$ cat src/rtl/fic_pkg.sv
`timescale 1ns / 1ps
// ----------------------------------------------------------------------------
// fic_pkg
// Shared types, constants and CRC table helper for the frame integrity checker.
// ----------------------------------------------------------------------------
package fic_pkg;

    localparam int MAX_DIM_DEF  = 8192;
    localparam int SAMPLE_BYTES = 65536;

    localparam int DIM_FIELD_W = 14;
    localparam int CFG_IDX_W   = 2;
    localparam int PIX_W       = 32;
    localparam int PIX_BYTES   = 4;
    localparam int NB_W        = $clog2(PIX_BYTES + 1);
    localparam int CNT_W       = 27;
    localparam int BYTE_OFF_W  = CNT_W + 2;
    localparam int SUM_W       = 34;
    localparam int CRC_W       = 32;
    localparam int HASH_W      = 64;
    localparam int PCT_W       = 7;

    localparam int QUEUE_DEPTH = 2;
    localparam int QPTR_W      = $clog2(QUEUE_DEPTH);
    localparam int QCNT_W      = $clog2(QUEUE_DEPTH + 1);

    // byte lanes of a packed pixel
    localparam int LANE_BLUE  = 0;
    localparam int LANE_GREEN = 1;
    localparam int LANE_RED   = 2;
    localparam int LANE_ALPHA = 3;

    localparam logic [CFG_IDX_W-1:0] REG_FRAME_WIDTH  = 2'd0;
    localparam logic [CFG_IDX_W-1:0] REG_FRAME_HEIGHT = 2'd1;

    localparam logic [CRC_W-1:0]  CRC_POLY  = 32'hEDB8_8320;
    localparam logic [CRC_W-1:0]  CRC_INIT  = 32'hFFFF_FFFF;
    localparam logic [HASH_W-1:0] FNV_BASIS = 64'hCBF2_9CE4_8422_2325;

    localparam int PCT_SCALE     = 100;
    localparam int PCT_MAX       = 100;
    localparam int BLACK_LIMIT   = 99;
    localparam int VISIBLE_SCALE = 1000;

    typedef enum logic [1:0] {
        FAIL_NONE     = 2'd0,
        FAIL_ZERO_DIM = 2'd1,
        FAIL_BLACK    = 2'd2
    } fail_kind_t;

    typedef enum logic [1:0] {
        ITEM_MID  = 2'd0,
        ITEM_LAST = 2'd1,
        ITEM_ZERO = 2'd2
    } item_kind_t;

    typedef struct packed {
        logic [CFG_IDX_W-1:0]   index;
        logic [DIM_FIELD_W-1:0] value;
    } cfg_write_t;

    typedef struct packed {
        logic [PIX_W-1:0] pixel;
    } pixel_item_t;

    typedef struct packed {
        logic              dead_frame;
        fail_kind_t        failure_kind;
        logic [CRC_W-1:0]  frame_crc;
        logic [HASH_W-1:0] frame_hash;
        logic [CNT_W-1:0]  dark_pixels;
        logic [CNT_W-1:0]  lit_pixels;
        logic [SUM_W-1:0]  red_sum;
        logic [SUM_W-1:0]  green_sum;
        logic [SUM_W-1:0]  blue_sum;
        logic [SUM_W-1:0]  alpha_sum;
        logic [PCT_W-1:0]  visible_percent;
    } result_item_t;

    // classified pixel on its way from front to back
    typedef struct packed {
        logic [PIX_W-1:0] pixel;
        item_kind_t       kind;
        logic [NB_W-1:0]  crc_bytes;
    } work_item_t;

    // end-of-frame totals handed to the finisher
    typedef struct packed {
        logic                            zero_dim;
        logic [CRC_W-1:0]                crc;
        logic [HASH_W-1:0]               hash;
        logic [CNT_W-1:0]                black;
        logic [CNT_W-1:0]                visible;
        logic [PIX_BYTES-1:0][SUM_W-1:0] sums;
    } frame_snap_t;

    // Slice table m: one byte followed by m zero bytes through the reflected CRC.
    function automatic logic [CRC_W-1:0] crc_tab_entry(input int m, input logic [7:0] x);
        logic [CRC_W-1:0] c;
        c = {24'd0, x};
        for (int k = 0; k < 8 * PIX_BYTES; k++) begin
            if (k < 8 * (m + 1)) begin
                c = c[0] ? ((c >> 1) ^ CRC_POLY) : (c >> 1);
            end
        end
        return c;
    endfunction

endpackage

$ cat src/rtl/fic_queue.sv
`timescale 1ns / 1ps
// ----------------------------------------------------------------------------
// fic_queue
// Small FIFO of classified pixels between the front and the back end.
// ----------------------------------------------------------------------------
module fic_queue (
    input  logic                clk,
    input  logic                rst_n,
    input  logic                in_valid,
    input  fic_pkg::work_item_t in_data,
    output logic                in_ready,
    output logic                out_valid,
    output fic_pkg::work_item_t out_data,
    input  logic                out_ready
);

    fic_pkg::work_item_t          mem [fic_pkg::QUEUE_DEPTH];
    logic [fic_pkg::QPTR_W-1:0]   wr_ptr_reg;
    logic [fic_pkg::QPTR_W-1:0]   rd_ptr_reg;
    logic [fic_pkg::QCNT_W-1:0]   count_reg;
    logic                         push;
    logic                         pop;

    assign in_ready  = (count_reg != fic_pkg::QCNT_W'(fic_pkg::QUEUE_DEPTH));
    assign out_valid = (count_reg != '0);
    assign out_data  = mem[rd_ptr_reg];
    assign push      = in_valid && in_ready;
    assign pop       = out_valid && out_ready;

    function automatic logic [fic_pkg::QPTR_W-1:0] ptr_inc(input logic [fic_pkg::QPTR_W-1:0] p);
        if (p == fic_pkg::QPTR_W'(fic_pkg::QUEUE_DEPTH - 1)) begin
            return '0;
        end
        return p + 1'b1;
    endfunction

    always_ff @(posedge clk)
    begin
        if (push)
        begin
            mem[wr_ptr_reg] <= in_data;
        end
    end

    always_ff @(posedge clk or negedge rst_n)
    begin
        if (!rst_n)
        begin
            wr_ptr_reg <= '0;
            rd_ptr_reg <= '0;
            count_reg  <= '0;
        end
        else
        begin
            if (push)
            begin
                wr_ptr_reg <= ptr_inc(wr_ptr_reg);
            end
            if (pop)
            begin
                rd_ptr_reg <= ptr_inc(rd_ptr_reg);
            end
            if (push && !pop)
            begin
                count_reg <= count_reg + 1'b1;
            end
            else if (pop && !push)
            begin
                count_reg <= count_reg - 1'b1;
            end
        end
    end

endmodule

$ cat config.mk
export PLATFORM = sky130hd
export DESIGN_NAME = fic_queue
export DESIGN_NICKNAME = d
export VERILOG_FILES = /design/src/rtl/fic_pkg.sv /design/src/rtl/fic_queue.sv
export SDC_FILE = /design/constraint.sdc
export NUM_CORES = 1
export LEC_CHECK = 0
export BUFFER_PORTS_ARGS = -buffer_cell sky130_fd_sc_hd__clkbuf_2
export CAP_MARGIN = 10
export CORE_UTILIZATION = 40
export DETAILED_ROUTE_END_ITERATION = 7
export PLACE_DENSITY = 0.71
export SLEW_MARGIN = 10
export SYNTH_ARGS = -nofsm -noshare
export SYNTH_HDL_FRONTEND = slang
export SYNTH_SLANG_ARGS = --single-unit
$ cat constraint.sdc
create_clock -name clk -period 6.66 [get_ports clk]
set_clock_uncertainty 0.1 [all_clocks]
set_input_delay 0.666 -clock clk [delete_from_list [all_inputs] [get_ports clk]]
set_output_delay 0.666 -clock clk [all_outputs]
set_load 0.03 [all_outputs]
Word-level counts from Yosys, hierarchy flattened
Memories as Yosys holds them, arrays and structs flattened.
Index checks and enable logic that the tools add are counted.
{"block": "word_totals", "regBits": 4, "wordCells": 29, "latch_bits": 0, "ram_bits": 74, "out_inout_bits": 39, "romBits": 0, "inputBits": 41, "n_memories": 1}
{"name": "mem", "depth": 2, "width": 37, "rd": 1, "rd_clocked_by_memory_dff": 0, "write_ports": 1, "line_no": "fic_queue.sv:17", "text": "fic_pkg::work_item_t mem [fic_pkg::QUEUE_DEPTH];"}
{"block": "classes", "n_eq_ne": 1, "div": 0, "magnitude_cmp": 0, "bitwise_logic": 0, "mux": 12, "mul": 0, "shifts": 0, "addsub": 4, "reduce_logical": 8}
{"op": "$mux 1", "n": 10}
{"op": "$logic_and 1x1->1", "n": 4}
{"op": "$mux 2", "n": 2}
{"op": "$reduce_bool 2->1", "n": 2}
{"op": "$add 1x1->1 const B", "n": 2}
{"op": "$add 2x1->2 const B", "n": 1}
{"op": "$logic_not 1->1", "n": 2}
{"op": "$ne 2x2->1 const B", "n": 1}
{"op": "$sub 2x1->2 const B", "n": 1}

Longest topological paths before layout
{"block": "logic_depth", "word_depth": 6, "mapped_depth": 7}

Worst setup path after synthesis
OpenSTA, ideal clock, no wires.
{"block": "synth_timing", "path_type": "register to register", "from": "register count_reg[0] (netlist name)", "to": "memory mem[0][0] (netlist name), enable pin", "slack_ps": 3677, "stages_incl_launch_ff": 4, "arrival_ps": 2452, "setup_ps": 431, "cell_sequence": "dfrtp_1 -> nand2b_1 -> nand2_1 -> nor2_1"}
{"block": "synth_between", "elab_chain_len": 4}
{"item": "start, declared", "line_no": "fic_queue.sv:20", "text": "logic [fic_pkg::QCNT_W-1:0] count_reg;"}
{"item": "start signal, assigned", "line_no": "fic_queue.sv:65", "text": "count_reg <= count_reg + 1'b1;"}
{"item": "start signal, assigned", "line_no": "fic_queue.sv:69", "text": "count_reg <= count_reg - 1'b1;"}
{"item": "$ne 2x2->1", "line_no": "fic_queue.sv:24", "text": "assign in_ready = (count_reg != fic_pkg::QCNT_W'(fic_pkg::QUEUE_DEPTH));"}
{"item": "named net in_ready", "line_no": "fic_queue.sv:11", "text": "output logic in_ready,"}
{"item": "$logic_and 1x1->1", "line_no": "fic_queue.sv:27", "text": "assign push = in_valid && in_ready;"}
{"item": "$mux 1", "line_no": "fic_queue.sv:39", "text": "if (push)"}
{"item": "$mux 1 (implied by the code)", "line_no": "fic_queue.sv:41", "text": "mem[wr_ptr_reg] <= in_data;"}
{"item": "end, declared", "line_no": "fic_queue.sv:17"}
The timed path passes the listed nets, and every way through them passes these cells.

==> impl_metrics.tcl <==
set metrics [dict create \
    status "finished, final reports clean" \
    cts_buffers 9 \
    setup_viol 0 \
    coreArea_sq_um 6940 \
    grt_max_degree 39 \
    critical_path.max_fanout 38 \
    critPathMaxStageDelay_ns 1.07 \
    grt_pass1_wl_microns 6660 \
    ctsLongestPathBuffers 2 \
    detailedPlacementHpwl_microns 2790 \
    tns_ns 0 \
    max_freq_mhz 357 \
    worstSetupEndpointType "output pin" \
    finalNetCount 261 \
    wl_per_cell_microns 13.9 \
    port_buffers 79 \
    worstSkewPairLatency_ns 0.33 \
    max-slew-margin-rel 0.280 \
    combPwrFrac 0.351 \
    ant_nets 0 \
    synth.distinct_cells 15 \
    largest_reg_flops 74 \
    grt_usage 0.122 \
    crit_chain "mux2_2 -> clkbuf_2" \
    grt_overflow_total 0 \
    seqPwrFrac 0.436 \
    clk_pin_slew_ns 0.07 \
    cts-resized-gates 0 \
    nFillCells 571 \
    vias 1450 \
    min_path_type "in2async" \
    path_class "reg2out" \
    initialDrtViolationCount 62 \
    met2_length_microns 2180 \
    final_hold_viol_count 0 \
    cp.arrival_ns 2.03 \
    synth_nets 175 \
    maxCapViolCount 0 \
    cts-hold-fix-buffers 0 \
    drv_slew 0 \
    syn_inst 133 \
    p_sw_mw 0.613 \
    grt_pass1_vias 1423 \
    routedLengthMet1_microns 1890 \
    swShare 0.352 \
    via_per_inst 4.53 \
    holdWs_ns 0.0294 \
    num_rows 30 \
    dr_wl_met3_microns 328 \
    ios 80 \
    tritoncts "done" \
    fp.dieArea_sq_um 7710 \
    worst_pin_slew_ns 1.08 \
    htreeDepth 3 \
    die_w_microns 87.8 \
    clkPwrFrac 0.213 \
    syn-cell-area_sq_um 2950 \
    rsz0062_at_grt "false" \
    synth_warnings 0 \
    cts.sinks 78 \
    area_growth_pct 23.7 \
    final_common_cell "clkbuf_2" \
    post-cts-setup-buffers 0 \
    final_util 0.525 \
    finalCritPeriodShare 0.420 \
    synth_seq_cells 78 \
    yosysSeqAreaShare 0.788 \
    routed.top_layer "met4" \
    power_mw 1.74 \
    clockRootBuffer "clkbuf_8" \
    power_density_nw_per_um2 478 \
    syn_area_per_cell_sq_um 22.2 \
    diodes 0 \
    layout-drive-gt1-share 0.594 \
    ir_drop_v 0.000273 \
    drtPass1Iterations 4 \
    final_cell_mix "clkbuf_2, edfxtp_1, mux2_4" \
    cp-start-kind "flip-flop" \
    place_congestion 0.632 \
    post_dp_cell_area_sq_um 3430 \
    cp_slowest_cell "dfrtp_2" \
    cp.required_ns 5.89 \
    die_h_microns 87.8 \
    antenna_found_initial 0 \
    internal-power_mw 1.13 \
    p_leak_nw 1.45 \
    start_util 0.424 \
    fin_crit_ns 2.80 \
    wirelength_microns 4460 \
    fin_area_sq_um 3650 \
    drc 0 \
]
-- cell usage after synthesis (all sizes together) --
library cell | number | area [sq um]
nor2 | 2 | 7.51
nand2 | 2 | 7.51
inv | 1 | 3.75
and3 | 1 | 6.26
or2 | 1 | 6.26
ha | 1 | 12.5
mux2 | 37 | 492
xor2 | 2 | 17.5
nand2b | 1 | 6.26
dfrtp | 4 | 100
buf | 4 | 38.8
xnor2 | 3 | 26.3
edfxtp | 74 | 2220
-- critical path: cells and delay by family (launching register included) --
family	cells	cell delay, ns
muxes	1	0.43
DFF	1	1.07
buffers and inverters	1	0.19
-- logic make-up (layout without fill, tap and decap cells) --
group	after synthesis	after routing	share of synthesized area
buffers and inverters	5	96	0.0144
DFF	78	78	0.788
and+or+nand+nor	7	7	0.0115
muxes	37	37	0.167
adders and majority gates	1	1	0.00425
xor gates and xnor gates	5	5	0.0149
-- layer usage --
layer / vias up / global-route usage
met5: - / 0
met4: 0 / 0.0671
met1: 706 / 0.139
li1: 684 / -
met3: 8 / 0.0481
met2: 52 / 0.199
-- area by class of cell --
type	instances	area, sq um	share of cell area
Clock inverter	6	85.1	0.0233
Sequential cell	78	2320	0.637
Tap cell	96	120	0.0329
Timing Repair Buffer	79	395	0.108
Clock buffer	10	128	0.0350
Inverter	1	3.75	0.00103
Multi-Input combinational cell	50	591	0.162
-- worst paths after layout --
path	from	end	slack, ns	cells after the start
max	rd_ptr_reg$_DFFE_PN0P_	out_data[24]	3.86	2
min in group clk	count_reg[1]$_DFFE_PN0P_	count_reg[1]$_DFFE_PN0P_	0.40	1
min	rst_n	count_reg[1]$_DFFE_PN0P_	0.03	1
max reg2reg	count_reg[0]$_DFFE_PN0P_	mem[0][10]$_DFFE_PP_	4.60	3
min reg2reg	count_reg[1]$_DFFE_PN0P_	count_reg[1]$_DFFE_PN0P_	0.40	1
max in group asynchronous	rst_n	rd_ptr_reg$_DFFE_PN0P_	6.29	1
-- power groups by stage --
stage	Sequential [mW]	Clock, mW	Combinational (mW)
after floorplan	0.710	0	0.532
after detailed placement	0.775	0	0.622
after CTS	0.764	0.381	0.623
final	0.760	0.371	0.611
after global placement	0.769	0	0.619
after global routing	0.775	0.400	0.652
-- per-stage QoR --
stage	cells	worst slack (ns)
after floorplan	133	3.68
after global placement	304	4.17
after detailed placement	304	4.17
after CTS	320	3.79
after global routing	320	3.73
final	320	3.86
Note: power is estimated with default switching activity, not from simulation.
