File: config.mk
export PLATFORM = sky130hd
export DESIGN_NAME = fic_finish_flat
export DESIGN_NICKNAME = d
export VERILOG_FILES = /design/src/rtl/fic_pkg.sv /design/src/rtl/fic_stream_if.sv /design/src/rtl/fic_finish.sv /design/src/flat_wrapper.sv
export SDC_FILE = /design/constraint.sdc
export NUM_CORES = 1
export LEC_CHECK = 0
export BUFFER_PORTS_ARGS = -buffer_cell sky130_fd_sc_hd__clkbuf_2
export CAP_MARGIN = 40
export CORE_MARGIN = 8
export CORE_UTILIZATION = 25
export DETAILED_ROUTE_END_ITERATION = 7
export SKIP_CTS_REPAIR_TIMING = 1
export SLEW_MARGIN = 20
export SYNTH_ARGS = -nofsm -noshare
export SYNTH_HDL_FRONTEND = slang
export SYNTH_SLANG_ARGS = --single-unit
File: constraint.sdc
create_clock -name clk -period 5.7 [get_ports clk]
set_clock_uncertainty 0.15 [all_clocks]
set_input_delay 0.57 -clock clk [delete_from_list [all_inputs] [get_ports clk]]
set_output_delay 0.57 -clock clk [all_outputs]
set_load 0.01 [all_outputs]
File: src/rtl/fic_pkg.sv
`timescale 1ns / 1ps
// ----------------------------------------------------------------------------
// fic_pkg
// Shared types, constants and CRC table helper for the frame integrity checker.
// ----------------------------------------------------------------------------
package fic_pkg;

    localparam int MAX_DIM_DEF  = 8192;
    localparam int SAMPLE_BYTES = 65536;

    localparam int DIM_FIELD_W = 14;
    localparam int CFG_IDX_W   = 2;
    localparam int PIX_W       = 32;
    localparam int PIX_BYTES   = 4;
    localparam int NB_W        = $clog2(PIX_BYTES + 1);
    localparam int CNT_W       = 27;
    localparam int BYTE_OFF_W  = CNT_W + 2;
    localparam int SUM_W       = 34;
    localparam int CRC_W       = 32;
    localparam int HASH_W      = 64;
    localparam int PCT_W       = 7;

    localparam int QUEUE_DEPTH = 2;
    localparam int QPTR_W      = $clog2(QUEUE_DEPTH);
    localparam int QCNT_W      = $clog2(QUEUE_DEPTH + 1);

    // byte lanes of a packed pixel
    localparam int LANE_BLUE  = 0;
    localparam int LANE_GREEN = 1;
    localparam int LANE_RED   = 2;
    localparam int LANE_ALPHA = 3;

    localparam logic [CFG_IDX_W-1:0] REG_FRAME_WIDTH  = 2'd0;
    localparam logic [CFG_IDX_W-1:0] REG_FRAME_HEIGHT = 2'd1;

    localparam logic [CRC_W-1:0]  CRC_POLY  = 32'hEDB8_8320;
    localparam logic [CRC_W-1:0]  CRC_INIT  = 32'hFFFF_FFFF;
    localparam logic [HASH_W-1:0] FNV_BASIS = 64'hCBF2_9CE4_8422_2325;

    localparam int PCT_SCALE     = 100;
    localparam int PCT_MAX       = 100;
    localparam int BLACK_LIMIT   = 99;
    localparam int VISIBLE_SCALE = 1000;

    typedef enum logic [1:0] {
        FAIL_NONE     = 2'd0,
        FAIL_ZERO_DIM = 2'd1,
        FAIL_BLACK    = 2'd2
    } fail_kind_t;

    typedef enum logic [1:0] {
        ITEM_MID  = 2'd0,
        ITEM_LAST = 2'd1,
        ITEM_ZERO = 2'd2
    } item_kind_t;

    typedef struct packed {
        logic [CFG_IDX_W-1:0]   index;
        logic [DIM_FIELD_W-1:0] value;
    } cfg_write_t;

    typedef struct packed {
        logic [PIX_W-1:0] pixel;
    } pixel_item_t;

    typedef struct packed {
        logic              dead_frame;
        fail_kind_t        failure_kind;
        logic [CRC_W-1:0]  frame_crc;
        logic [HASH_W-1:0] frame_hash;
        logic [CNT_W-1:0]  dark_pixels;
        logic [CNT_W-1:0]  lit_pixels;
        logic [SUM_W-1:0]  red_sum;
        logic [SUM_W-1:0]  green_sum;
        logic [SUM_W-1:0]  blue_sum;
        logic [SUM_W-1:0]  alpha_sum;
        logic [PCT_W-1:0]  visible_percent;
    } result_item_t;

    // classified pixel on its way from front to back
    typedef struct packed {
        logic [PIX_W-1:0] pixel;
        item_kind_t       kind;
        logic [NB_W-1:0]  crc_bytes;
    } work_item_t;

    // end-of-frame totals handed to the finisher
    typedef struct packed {
        logic                            zero_dim;
        logic [CRC_W-1:0]                crc;
        logic [HASH_W-1:0]               hash;
        logic [CNT_W-1:0]                black;
        logic [CNT_W-1:0]                visible;
        logic [PIX_BYTES-1:0][SUM_W-1:0] sums;
    } frame_snap_t;

    // Slice table m: one byte followed by m zero bytes through the reflected CRC.
    function automatic logic [CRC_W-1:0] crc_tab_entry(input int m, input logic [7:0] x);
        logic [CRC_W-1:0] c;
        c = {24'd0, x};
        for (int k = 0; k < 8 * PIX_BYTES; k++) begin
            if (k < 8 * (m + 1)) begin
                c = c[0] ? ((c >> 1) ^ CRC_POLY) : (c >> 1);
            end
        end
        return c;
    endfunction

endpackage

File: src/rtl/fic_stream_if.sv
`timescale 1ns / 1ps
// ----------------------------------------------------------------------------
// fic_stream_if
// Valid/ready channel carrying one payload of type T per transfer.
// ----------------------------------------------------------------------------
interface fic_stream_if #(
    parameter type T = logic
);
    logic valid;
    logic ready;
    T     data;

    modport source (output valid, output data, input ready);
    modport sink   (input valid, input data, output ready);
endinterface

File: src/rtl/fic_finish.sv
`timescale 1ns / 1ps
// ----------------------------------------------------------------------------
// fic_finish
// End-of-frame verdict: dead-frame tests, percent divider, result register.
// ----------------------------------------------------------------------------
module fic_finish #(
    parameter int MAX_DIM = fic_pkg::MAX_DIM_DEF
) (
    input  logic                           clk,
    input  logic                           rst_n,
    input  logic                           snap_valid,
    input  fic_pkg::frame_snap_t           snap,
    output logic                           snap_ready,
    input  logic [2*$clog2(MAX_DIM+1)-1:0] total,
    fic_stream_if.source                   results
);

    localparam int DIM_W  = $clog2(MAX_DIM + 1);
    localparam int TOT_W  = 2 * DIM_W;
    localparam int NUM_W  = fic_pkg::CNT_W + fic_pkg::PCT_W;
    localparam int DIV_W  = (NUM_W > TOT_W + fic_pkg::PCT_W) ? NUM_W : TOT_W + fic_pkg::PCT_W;
    localparam int PA_W   = fic_pkg::CNT_W + 10;
    localparam int PB_W   = TOT_W + fic_pkg::PCT_W;
    localparam int CMP_W  = (PA_W > PB_W) ? PA_W : PB_W;
    localparam int STEP_W = $clog2(fic_pkg::PCT_W);
    // result bits below dead_frame and failure_kind
    localparam int ZERO_TAIL_W = $bits(fic_pkg::result_item_t) - 1
                                 - $bits(fic_pkg::fail_kind_t);

    typedef enum logic [1:0] {
        FIN_IDLE,
        FIN_MUL,
        FIN_DIV,
        FIN_OUT
    } fin_state_t;

    fin_state_t                  state_reg;
    fic_pkg::frame_snap_t        snap_reg;
    fic_pkg::result_item_t       out_reg;
    logic [CMP_W-1:0]            black100_reg;
    logic [CMP_W-1:0]            total99_reg;
    logic [CMP_W-1:0]            vis1000_reg;
    logic [DIV_W-1:0]            rem_reg;
    logic [fic_pkg::PCT_W-1:0]   quot_reg;
    logic [STEP_W-1:0]           step_reg;
    logic [DIV_W-1:0]            divisor;
    logic                        fits;
    logic [fic_pkg::PCT_W-1:0]   quot_next;
    logic                        dead_now;

    assign snap_ready    = (state_reg == FIN_IDLE);
    assign results.valid = (state_reg == FIN_OUT);
    assign results.data  = out_reg;

    // one quotient bit per cycle, high bit first
    always_comb begin
        divisor   = DIV_W'(total) << step_reg;
        fits      = (rem_reg >= divisor);
        quot_next = {quot_reg[fic_pkg::PCT_W-2:0], fits};
        dead_now  = (black100_reg > total99_reg) || (vis1000_reg < CMP_W'(total));
    end

    always_ff @(posedge clk or negedge rst_n)
    begin
        if (!rst_n)
        begin
            state_reg    <= FIN_IDLE;
            snap_reg     <= '0;
            out_reg      <= '0;
            black100_reg <= '0;
            total99_reg  <= '0;
            vis1000_reg  <= '0;
            rem_reg      <= '0;
            quot_reg     <= '0;
            step_reg     <= '0;
        end
        else
        begin
            unique case (state_reg)
                FIN_IDLE:
                begin
                    if (snap_valid)
                    begin
                        snap_reg <= snap;
                        if (snap.zero_dim)
                        begin
                            out_reg   <= {1'b1, fic_pkg::FAIL_ZERO_DIM, {ZERO_TAIL_W{1'b0}}};
                            state_reg <= FIN_OUT;
                        end
                        else
                        begin
                            state_reg <= FIN_MUL;
                        end
                    end
                end
                FIN_MUL:
                begin
                    black100_reg <= CMP_W'(snap_reg.black) * CMP_W'(fic_pkg::PCT_SCALE);
                    total99_reg  <= CMP_W'(total) * CMP_W'(fic_pkg::BLACK_LIMIT);
                    vis1000_reg  <= CMP_W'(snap_reg.visible) * CMP_W'(fic_pkg::VISIBLE_SCALE);
                    rem_reg      <= DIV_W'(snap_reg.visible) * DIV_W'(fic_pkg::PCT_SCALE);
                    quot_reg     <= '0;
                    step_reg     <= STEP_W'(fic_pkg::PCT_W - 1);
                    state_reg    <= FIN_DIV;
                end
                FIN_DIV:
                begin
                    if (fits)
                    begin
                        rem_reg <= rem_reg - divisor;
                    end
                    quot_reg <= quot_next;
                    step_reg <= step_reg - 1'b1;
                    if (step_reg == '0)
                    begin
                        out_reg.dead_frame      <= dead_now;
                        out_reg.failure_kind    <= dead_now ? fic_pkg::FAIL_BLACK
                                                            : fic_pkg::FAIL_NONE;
                        out_reg.frame_crc       <= ~snap_reg.crc;
                        out_reg.frame_hash      <= snap_reg.hash;
                        out_reg.dark_pixels     <= snap_reg.black;
                        out_reg.lit_pixels      <= snap_reg.visible;
                        out_reg.red_sum         <= snap_reg.sums[fic_pkg::LANE_RED];
                        out_reg.green_sum       <= snap_reg.sums[fic_pkg::LANE_GREEN];
                        out_reg.blue_sum        <= snap_reg.sums[fic_pkg::LANE_BLUE];
                        out_reg.alpha_sum       <= snap_reg.sums[fic_pkg::LANE_ALPHA];
                        out_reg.visible_percent <= quot_next;
                        state_reg               <= FIN_OUT;
                    end
                end
                FIN_OUT:
                begin
                    if (results.ready)
                    begin
                        state_reg <= FIN_IDLE;
                    end
                end
                default:
                begin
                    state_reg <= FIN_IDLE;
                end
            endcase
        end
    end

endmodule

File: src/flat_wrapper.sv
// flat-port wrapper written by rule: the top's interface ports become plain ports
module fic_finish_flat 
#(
    parameter int MAX_DIM = fic_pkg::MAX_DIM_DEF
)
  (clk, rst_n, snap_valid, snap, snap_ready, total, results_valid, results_data, results_ready);
  fic_stream_if results_i ();
  input  logic clk;
  input  logic rst_n;
  input  logic snap_valid;
  input  fic_pkg::frame_snap_t snap;
  output logic snap_ready;
  input  logic [2*$clog2(MAX_DIM+1)-1:0] total;
  output wire logic [$bits(results_i.valid)-1:0] results_valid;
  output wire logic [$bits(results_i.data)-1:0] results_data;
  input wire logic [$bits(results_i.ready)-1:0] results_ready;
  assign results_valid = results_i.valid;
  assign results_data = results_i.data;
  assign results_i.ready = results_ready;
  fic_finish #(.MAX_DIM(MAX_DIM)) u_core (.clk(clk), .rst_n(rst_n), .snap_valid(snap_valid), .snap(snap), .snap_ready(snap_ready), .total(total), .results(results_i));
endmodule
== Word-level counts from Yosys, hierarchy flattened ==
Index checks and enable logic that the tools add are counted.
Widths: inputs -> output; s select.

* Input port bits: 319
* Output and inout bits: 3
* Register bits after elaboration: 68
* Logic and storage cells: 38

* Add/sub/neg operators: 2
* Order comparisons: 1
* Mux-type cells: 12
* Shift operators: 1
* Equality and inequality tests: 8
* $mul: 1
* Reduce and logical (&&, ||, !) cells: 8

{| class="wikitable"
|+ Operators with widths
! kind !! number
|-
| $pmux 35 s2 || 1
|-
| $ge 35x35->1 || 1
|-
| $mux 35 || 1
|-
| $shl 28x3->35 || 1
|-
| $sub 35x35->35 || 1
|-
| $mul 27x5->32 const B || 1
|-
| $mux 2 || 4
|-
| $pmux 2 s4 || 1
|-
| $ne 2x1->1 const B || 3
|-
| $pmux 3 s2 || 1
|-
| $eq 2x2->1 const B || 2
|-
| $ne 2x2->1 const B || 2
|-
| $reduce_and 2->1 || 2
|-
| $reduce_and 4->1 || 1
|-
| $reduce_bool 2->1 || 2
|-
| $logic_not 3->1 || 1
|-
| $mux 1 || 3
|-
| $reduce_and 3->1 || 1
|-
| $sub 3x1->3 const B || 1
|-
| $eq 2x1->1 const B || 1
|-
| $logic_not 2->1 || 1
|-
| $pmux 1 s2 || 1
|}

== Longest topological paths before layout ==
Gate-level depths: netlist (run 1).

* Depth in word-level cells: 4
* Mapped depth: 17
* Depth with buffers taken out: 15

== Worst setup path before layout (run 1) ==
Ideal clock, no wire load.

* Kind: reg2reg
* Start point: register u_core.step_reg[0]
* End point: register u_core.rem_reg[29]
* Setup time: 126 ps
* Required time: 5424 ps
* Path buffers: 2
* Period minus slack after synthesis: 4434 ps
* Arrival time: 4158 ps
* Slack: 1266 ps
* Stages on the path, launching flop included: 16
* Cell sequence: dfrtp_1 > clkbuf_1 > buf_1 > clkinv_1 > o31a_1 > mux2i_1 > ha_1 > a211o_1 > a21oi_1 > a21oi_1 > o2111a_2 > nor4_2 > o21bai_2 > a31o_2 > and2_4 > a221o_1

* Word-level cells in the longest chain between the ends: 4
* Elaborated cells between the ends (all ways): 7

{| class="wikitable"
|+ Ends and longest elaborated chain
! what !! line !! source
|-
| from (decl) || fic_finish.sv:45 || <nowiki>logic [STEP_W-1:0] step_reg;</nowiki>
|-
| from (signal assigned) || fic_finish.sv:103 || <nowiki>step_reg <= STEP_W'(fic_pkg::PCT_W - 1);</nowiki>
|-
| from (signal assigned) || fic_finish.sv:113 || <nowiki>step_reg <= step_reg - 1'b1;</nowiki>
|-
| $shl 28x3->35 * || fic_finish.sv:57 || <nowiki>divisor = DIV_W'(total) << step_reg;</nowiki>
|-
| $sub 35x35->35 / $ge 35x35->1 (equally long branches) || fic_finish.sv:110, fic_finish.sv:58 ||
|-
| $mux 35 / $ne 2x1->1 (equally long branches) || n/a ||
|-
| $pmux 35 s2 / $reduce_and 2->1 (equally long branches) || n/a ||
|-
| to (signal assigned) || fic_finish.sv:101 || <nowiki>rem_reg <= DIV_W'(snap_reg.visible) * DIV_W'(fic_pkg::PCT_SCALE);</nowiki>
|-
| to (signal assigned) || fic_finish.sv:110 || <nowiki>rem_reg <= rem_reg - divisor;</nowiki>
|-
| to (decl) || fic_finish.sv:43 || <nowiki>logic [DIV_W-1:0] rem_reg;</nowiki>
|}

Mark *: on every way between the ends. The rest lies on a longest branch, timed or not. The select of a mux whose other input is x is not followed.
A chain may end at the register's enable or synchronous reset.

== Final worst setup path (run 1) ==
* Start point: register u_core.step_reg[0]
* End point: register u_core.rem_reg[6]

The elaborated chain is that of the path after synthesis.

==> results of run 1 <==
[worst paths after layout]
kind | from | to | slack, ns | cells after the start
setup / recovery | u_core.step_reg[0] | u_core.rem_reg[6] | 0.93 | 13
hold / removal | rst_n | u_core.state_reg[1] | 0.12 | 2
setup reg to reg | u_core.step_reg[0] | u_core.rem_reg[6] | 0.93 | 13
hold reg to reg | u_core.rem_reg[0] | u_core.rem_reg[0] | 0.33 | 2
max in group asynchronous | rst_n | u_core.snap_reg[148] | 4.69 | 3
min in group clk | snap[141] | u_core.snap_reg[141] | 0.31 | 2
[metal layers]
layer / vias up / GRT usage / part of all wire
li1: 3611 / - / -
met1: 3289 / 0.158 / 0.53
met2: 142 / 0.156 / 0.41
met3: 10 / 0.0251 / 0.046
met4: 0 / 0.0217 / 0.011
met5: - / 0 / 0
[cells by family after synthesis]
kind of cell | synth area share
AND/OR/NAND/NOR | 0.114
multiplexers | 0.130
AO/OA/AOI/OAI | 0.199
flip-flops | 0.198
XOR/XNOR | 0.0499
adder cells (fa/ha/maj) | 0.237
buffers and inverters | 0.0728
[layout by cell type (no fill, tap or decap), types with 7 or more instances in the layout]
master and instances:
nor2b_1 9, a21o_1 24, dfrtp_1 68, nand2_1 73, mux2i_1 37, clkbuf_2 61
nor2_1 57, clkbuf_16 9, nand4_1 11, ha_1 125, mux2_2 30, nor3_1 12
mux4_2 18, fa_1 23, xor2_1 19, o21ai_0 71, a31oi_1 12, o21a_1 7
xnor2_1 30, a211oi_1 8, inv_1 124, o21bai_1 10, nand3_1 16, a21oi_1 79
[layout make-up]
class,count,share of cell area
clock buffers,12,0.0253
clock inverters,4,0.00743
inverters,125,0.0481
multi-input cells,759,0.642
flip-flops and latches,68,0.174
well taps,455,0.0583
repair buffers,72,0.0441
[cell usage after synthesis, drive strengths merged (4+ instances only)]
cell type / count / share of area
xnor2: 30 / 0.031
a22oi: 4 / 0.0035
mux2i: 37 / 0.043
nand4: 11 / 0.0080
and2: 4 / 0.0033
clkbuf: 28 / 0.013
a21oi: 79 / 0.046
o21ai: 71 / 0.041
inv: 124 / 0.054
fa: 23 / 0.054
mux2: 30 / 0.039
nor2b: 9 / 0.0065
mux4: 18 / 0.047
and3: 6 / 0.0044
or3: 5 / 0.0038
o21a: 7 / 0.0061
xor2: 19 / 0.019
buf: 8 / 0.0057
a211oi: 9 / 0.0084
o31ai: 6 / 0.0052
a31oi: 13 / 0.011
a211o: 5 / 0.0051
dfrtp: 68 / 0.20
a21o: 25 / 0.022
nand2b: 6 / 0.0044
nand3: 16 / 0.0093
nor3: 12 / 0.0070
o21bai: 11 / 0.010
nor2: 57 / 0.025
ha: 126 / 0.18
nor4: 4 / 0.0036
nand2: 73 / 0.032
[metrics by stage]
step	setup WS (ns)	cell area [sq um]	hold WS (ns)	instances	utilization
2_1_floorplan	1.27	8600	0.124	988	-
5_1_grt	0.629	9760	0.163	1495	0.285
6_report	0.926	9760	0.120	1495	0.285
3_5_place_dp	0.986	9430	0.322	1478	0.276
4_1_cts	0.957	9750	0.141	1494	0.285
3_3_place_gp	1.04	9410	0.317	1477	0.275
[worst reg2reg max path, cell delays in order (launching register included)]
cell and delay (ns):
dfrtp_1 0.70, buf_12 0.26, mux4_2 0.56, mux2i_1 0.26, ha_1 0.35, o21a_1 0.20
o21ai_0 0.29, a21oi_1 0.13, o2111a_2 0.34, nor4_2 0.40, o21bai_2 0.18, a41oi_4 0.36
buf_12 0.28, o21ai_0 0.17
==> key figures, run 1 <==
CTS
  – Clk_lat worst skew: 0.34 ns
  – CTS HTree Levels: 3
  – Clk slew on worst S/H paths: 0.06 ns
  – Max Root-Sink Buffers: 2
  – Root buffer cell: clkbuf_16
  – CTS tree: done
  – # clock sinks: 68
  – Cts bufs inserted: 9

Timing
  – Final slew viol count: 0
  – Fmax: 209 MHz
  – Final period utilization: 0.837
  – Final Hold Viols: 0
  – Worst-margin pin slew: 0.735 ns
  – Sum Neg Setup Slack: 0 ns
  – RSZ-0062 raised after global routing: no
  – Final setup violation count: 0
  – Tmin final: 4.77 ns
  – Slew headroom: 0.510

Synth
  – Post-Syn Area: 0.00860 sq mm
  – Synth Flop Type: dfrtp_1
  – Synth Area per Inst: 8.70 sq um
  – Mapped Nets: 1,456
  – Post-synth EDFFs: 0
  – Ys Warns: 0
  – Register bit count reported by yosys: 68
  – Synth unique cells: 77
  – Synth Instances: 988
  – Post-synth ARST share: 1.00
  – Seq/Total Area, Yosys: 0.198

Routing
  – Vias after detailed routing: 7,052
  – Vias/cell: 4.72
  – WL final: 21,700 um
  – DRT iter0 DRCs: 354
  – First-pass DRT Iterations: 5
  – Routed Antenna Nets: 0
  – Avg WL per Cell: 14.5 um
  – DRC Markers: 0

GRT
  – Global-route usage over all layers: 0.107
  – Grt ovf: 0
  – Antenna violations before repair: 0
  – Largest net degree at the start of global routing: 59
  – Vias in the first global route: 6,940
  – First-pass GRT wire length: 35,800 um

Finish
  – Area delta synth->final: 13.6%
  – Layout cells sized above 1: 0.146
  – Max reg flops: 35
  – Ant. Diodes: 0
  – Multi-input gate area: 0.00627 sq mm
  – Final nets: 1,503
  – Filler cells: 3,672
  – Seq. cell area: 0.00170 sq mm

Worst setup path
  – Largest delay share family, worst path: compound AO/OA/AOI/OAI gates
  – Crit. End Element: register
  – Slowest cell on the critical path: dfrtp_1
  – Critical Path AT: 4.84 ns
  – Crit-path cells: buf_12 > mux4_2 > mux2i_1 > ha_1 > o21a_1 > o21ai_0 > a21oi_1 > o2111a_2 > nor4_2 > o21bai_2 > a41oi_4 > buf_12 > o21ai_0
  – Startpoint class of the critical path: register
  – CP Data Required Time: 5.76 ns
  – Largest stage delay, worst path: 0.70 ns
  – Max FO, Critical Path: 58
  – Kind of critical path: reg -> reg
  – CP Buf/Inv Count: 2

Outcome
  – Status: complete, no violations

Die
  – Die area: 0.0406 sq mm
  – Starting Density: 0.251
  – Die X: 201 um
  – Die Y: 201 um
  – Standard-cell rows: 68
  – Core area: 0.0342 sq mm
  – I/O pin count: 322

Placed design
  – Placed wire-length estimate: 17,700 um
  – GP Congestion: 0.879
  – Buffers on Ports: 62

Run
  – Max-cap viol count: 0

Min path
  – Hold Crit Class: in -> async
Power of run 1 is left out: the tool's default activity adds up to more than one toggle a clock period on the data nets, which glitch-free logic cannot reach.
==> run 2, diff against run 1 <==
clock period = 3.8 ns   (was 5.7 ns; I/O delays follow)
==> run 2 against run 1 <==
  * The run now ends with setup timing left
  * Non-clock buffer count rose by 224
  * Critical path depth increased by 3
  * Cell count is 15% higher
  * Largest cell class unchanged
==> key figures, run 2 (synthesized netlist as in run 1, its figures left out) <==
Die
  – Standard-cell rows: 68 (unchanged)
  – I/O pin count: 322 (unchanged)
  – Die X: 201 um (unchanged)
  – Die Y: 201 um (unchanged)
  – Die area: 0.0406 sq mm (unchanged)
  – Starting Density: 0.251 (unchanged)
  – Core area: 0.0342 sq mm (unchanged)

Min path
  – Hold Crit Class: in -> reg (was in -> async)

Routing
  – First-pass DRT Iterations: 4 (was 5)
  – DRT iter0 DRCs: 473 (was 354)
  – DRC Markers: 0 (unchanged)
  – Vias after detailed routing: 8,194 (was 7,052)
  – Vias/cell: 4.77 (was 4.72)
  – Avg WL per Cell: 15.4 um (was 14.5 um)
  – WL final: 26,500 um (was 21,700 um)
  – Routed Antenna Nets: 0 (unchanged)

Finish
  – Layout cells sized above 1: 0.423 (was 0.146)
  – Final nets: 1,727 (was 1,503)
  – Most frequent cells in the layout: buf_4 (202), inv_1 (116), ha_1 (100) (was ha_1 (125), inv_1 (124), a21oi_1 (79))
  – Ant. Diodes: 0 (unchanged)
  – Max reg flops: 35 (unchanged)
  – Commonest non-fill, non-tap cell in the layout: buf_4 (was ha_1)
  – Filler cells: 3,438 (was 3,672)
  – Area delta synth->final: 47.7% (was 13.6%)
  – Fin cells: 1,719 (was 1,495)

GRT
  – Grt ovf: 0 (unchanged)
  – Global-route usage over all layers: 0.118 (was 0.107)
  – Vias in the first global route: 7,815 (was 6,940)
  – Largest net degree at the start of global routing: 37 (was 59)
  – First-pass GRT wire length: 39,600 um (was 35,800 um)
  – Antenna violations before repair: 0 (unchanged)

CTS
  – Root buffer cell: clkbuf_16 (unchanged)
  – Cts bufs inserted: 9 (unchanged)
  – Clk slew on worst S/H paths: 0.06 ns (about the same)
  – CTS HTree Levels: 3 (unchanged)
  – Clk_lat worst skew: 0.35 ns (was 0.34 ns)
  – # clock sinks: 68 (unchanged)
  – Max Root-Sink Buffers: 2 (unchanged)
  – CTS tree: done (unchanged)

Placed design
  – Placed wire-length estimate: 19,400 um (was 17,700 um)
  – Buffers on Ports: 62 (unchanged)
  – Inst Count DP: 1,666 (was 1,478)
  – GP Congestion: 0.865 (was 0.879)

Timing
  – Final slew viol count: 0 (unchanged)
  – Final period utilization: 1.06 (was 0.837)
  – Worst-margin pin slew: 0.772 ns (was 0.735 ns)
  – Final setup violation count: 7 (was 0)
  – RSZ-0062 raised after global routing: yes (was no)
  – Fmax: 247 MHz (was 209 MHz)
  – Tmin final: 4.04 ns (was 4.77 ns)
  – Final Hold Viols: 0 (unchanged)
  – Final worst slack: -0.244 ns (was 0.926 ns)
  – Slew headroom: 0.485 (was 0.510)

Outcome
  – Status: finished with violations (was complete, no violations)
  – Failing checks: setup timing

Worst setup path
  – Startpoint class of the critical path: register (unchanged)
  – Critical Path AT: 4.14 ns (was 4.84 ns)
  – CP Data Required Time: 3.90 ns (was 5.76 ns)
  – Crit. End Element: register (unchanged)
  – Max FO, Critical Path: 4 (was 58)
  – Kind of critical path: reg -> reg (unchanged)

Run
  – Max-cap viol count: 0 (unchanged)
run 2: layout make-up:
type / count / area, sq um / area share
Tap cell: 455 / 569 / 0.0448
Clock buffer: 10 / 239 / 0.0188
Inverter: 125 / 470 / 0.0371
Sequential cell: 68 / 1700 / 0.134
Timing Repair Buffer: 296 / 2310 / 0.182
Clock inverter: 6 / 111 / 0.00877
Multi-Input combinational cell: 759 / 7290 / 0.574
run 2: critical path, cell delays in order, from the launching register on:
cell and delay [ns]:
dfrtp_1 0.42, ha_4 0.26, ha_1 0.28, inv_1 0.05
fa_1 0.49, inv_2 0.05, ha_4 0.29, inv_2 0.05
buf_4 0.12, o22a_1 0.18, or3_4 0.41, a31oi_4 0.23
o221ai_4 0.17, nand4_1 0.16, a31oi_2 0.12, xor2_2 0.22
a221oi_2 0.28
run 2: routing by layer:
layer  up-vias  GRT usage  part of all wire
li1       4083          -                 -
met1      3935      0.172              0.49
met2       150      0.179              0.45
met3        26     0.0232             0.044
met4         0     0.0211             0.013
met5         -          0                 0
run 2: through the flow:
| step | cell area, sq um | hold slack, ns | util | TNS, ns | setup WS [ns] |
|---|---|---|---|---|---|
| floorplan | 8650 | -0.0656 | - | -0.0137 | -0.0137 |
| global placement | 10900 | 0.317 | 0.318 | -6.58 | -0.411 |
| detailed placement | 10900 | 0.310 | 0.319 | -7.24 | -0.425 |
| CTS | 11300 | -0.0636 | 0.329 | -8.14 | -0.466 |
| global route | 12700 | 0.106 | 0.371 | -3.84 | -0.426 |
| finish | 12700 | 0.112 | 0.371 | -0.556 | -0.244 |
run 2: worst paths after layout:
check                                      from                    to  slack, ns  cells after the start
max                        u_core.snap_reg[146]    u_core.rem_reg[33]      -0.24                     16
min                                   snap[160]  u_core.snap_reg[160]       0.11                      2
max reg2reg                u_core.snap_reg[146]    u_core.rem_reg[33]      -0.24                     16
min reg2reg                  u_core.rem_reg[17]    u_core.rem_reg[17]       0.34                      2
max in group asynchronous                 rst_n  u_core.snap_reg[145]       2.43                      4
min in group asynchronous                 rst_n   u_core.state_reg[1]       0.47                      3
Power of run 2 is left out for the same reason.
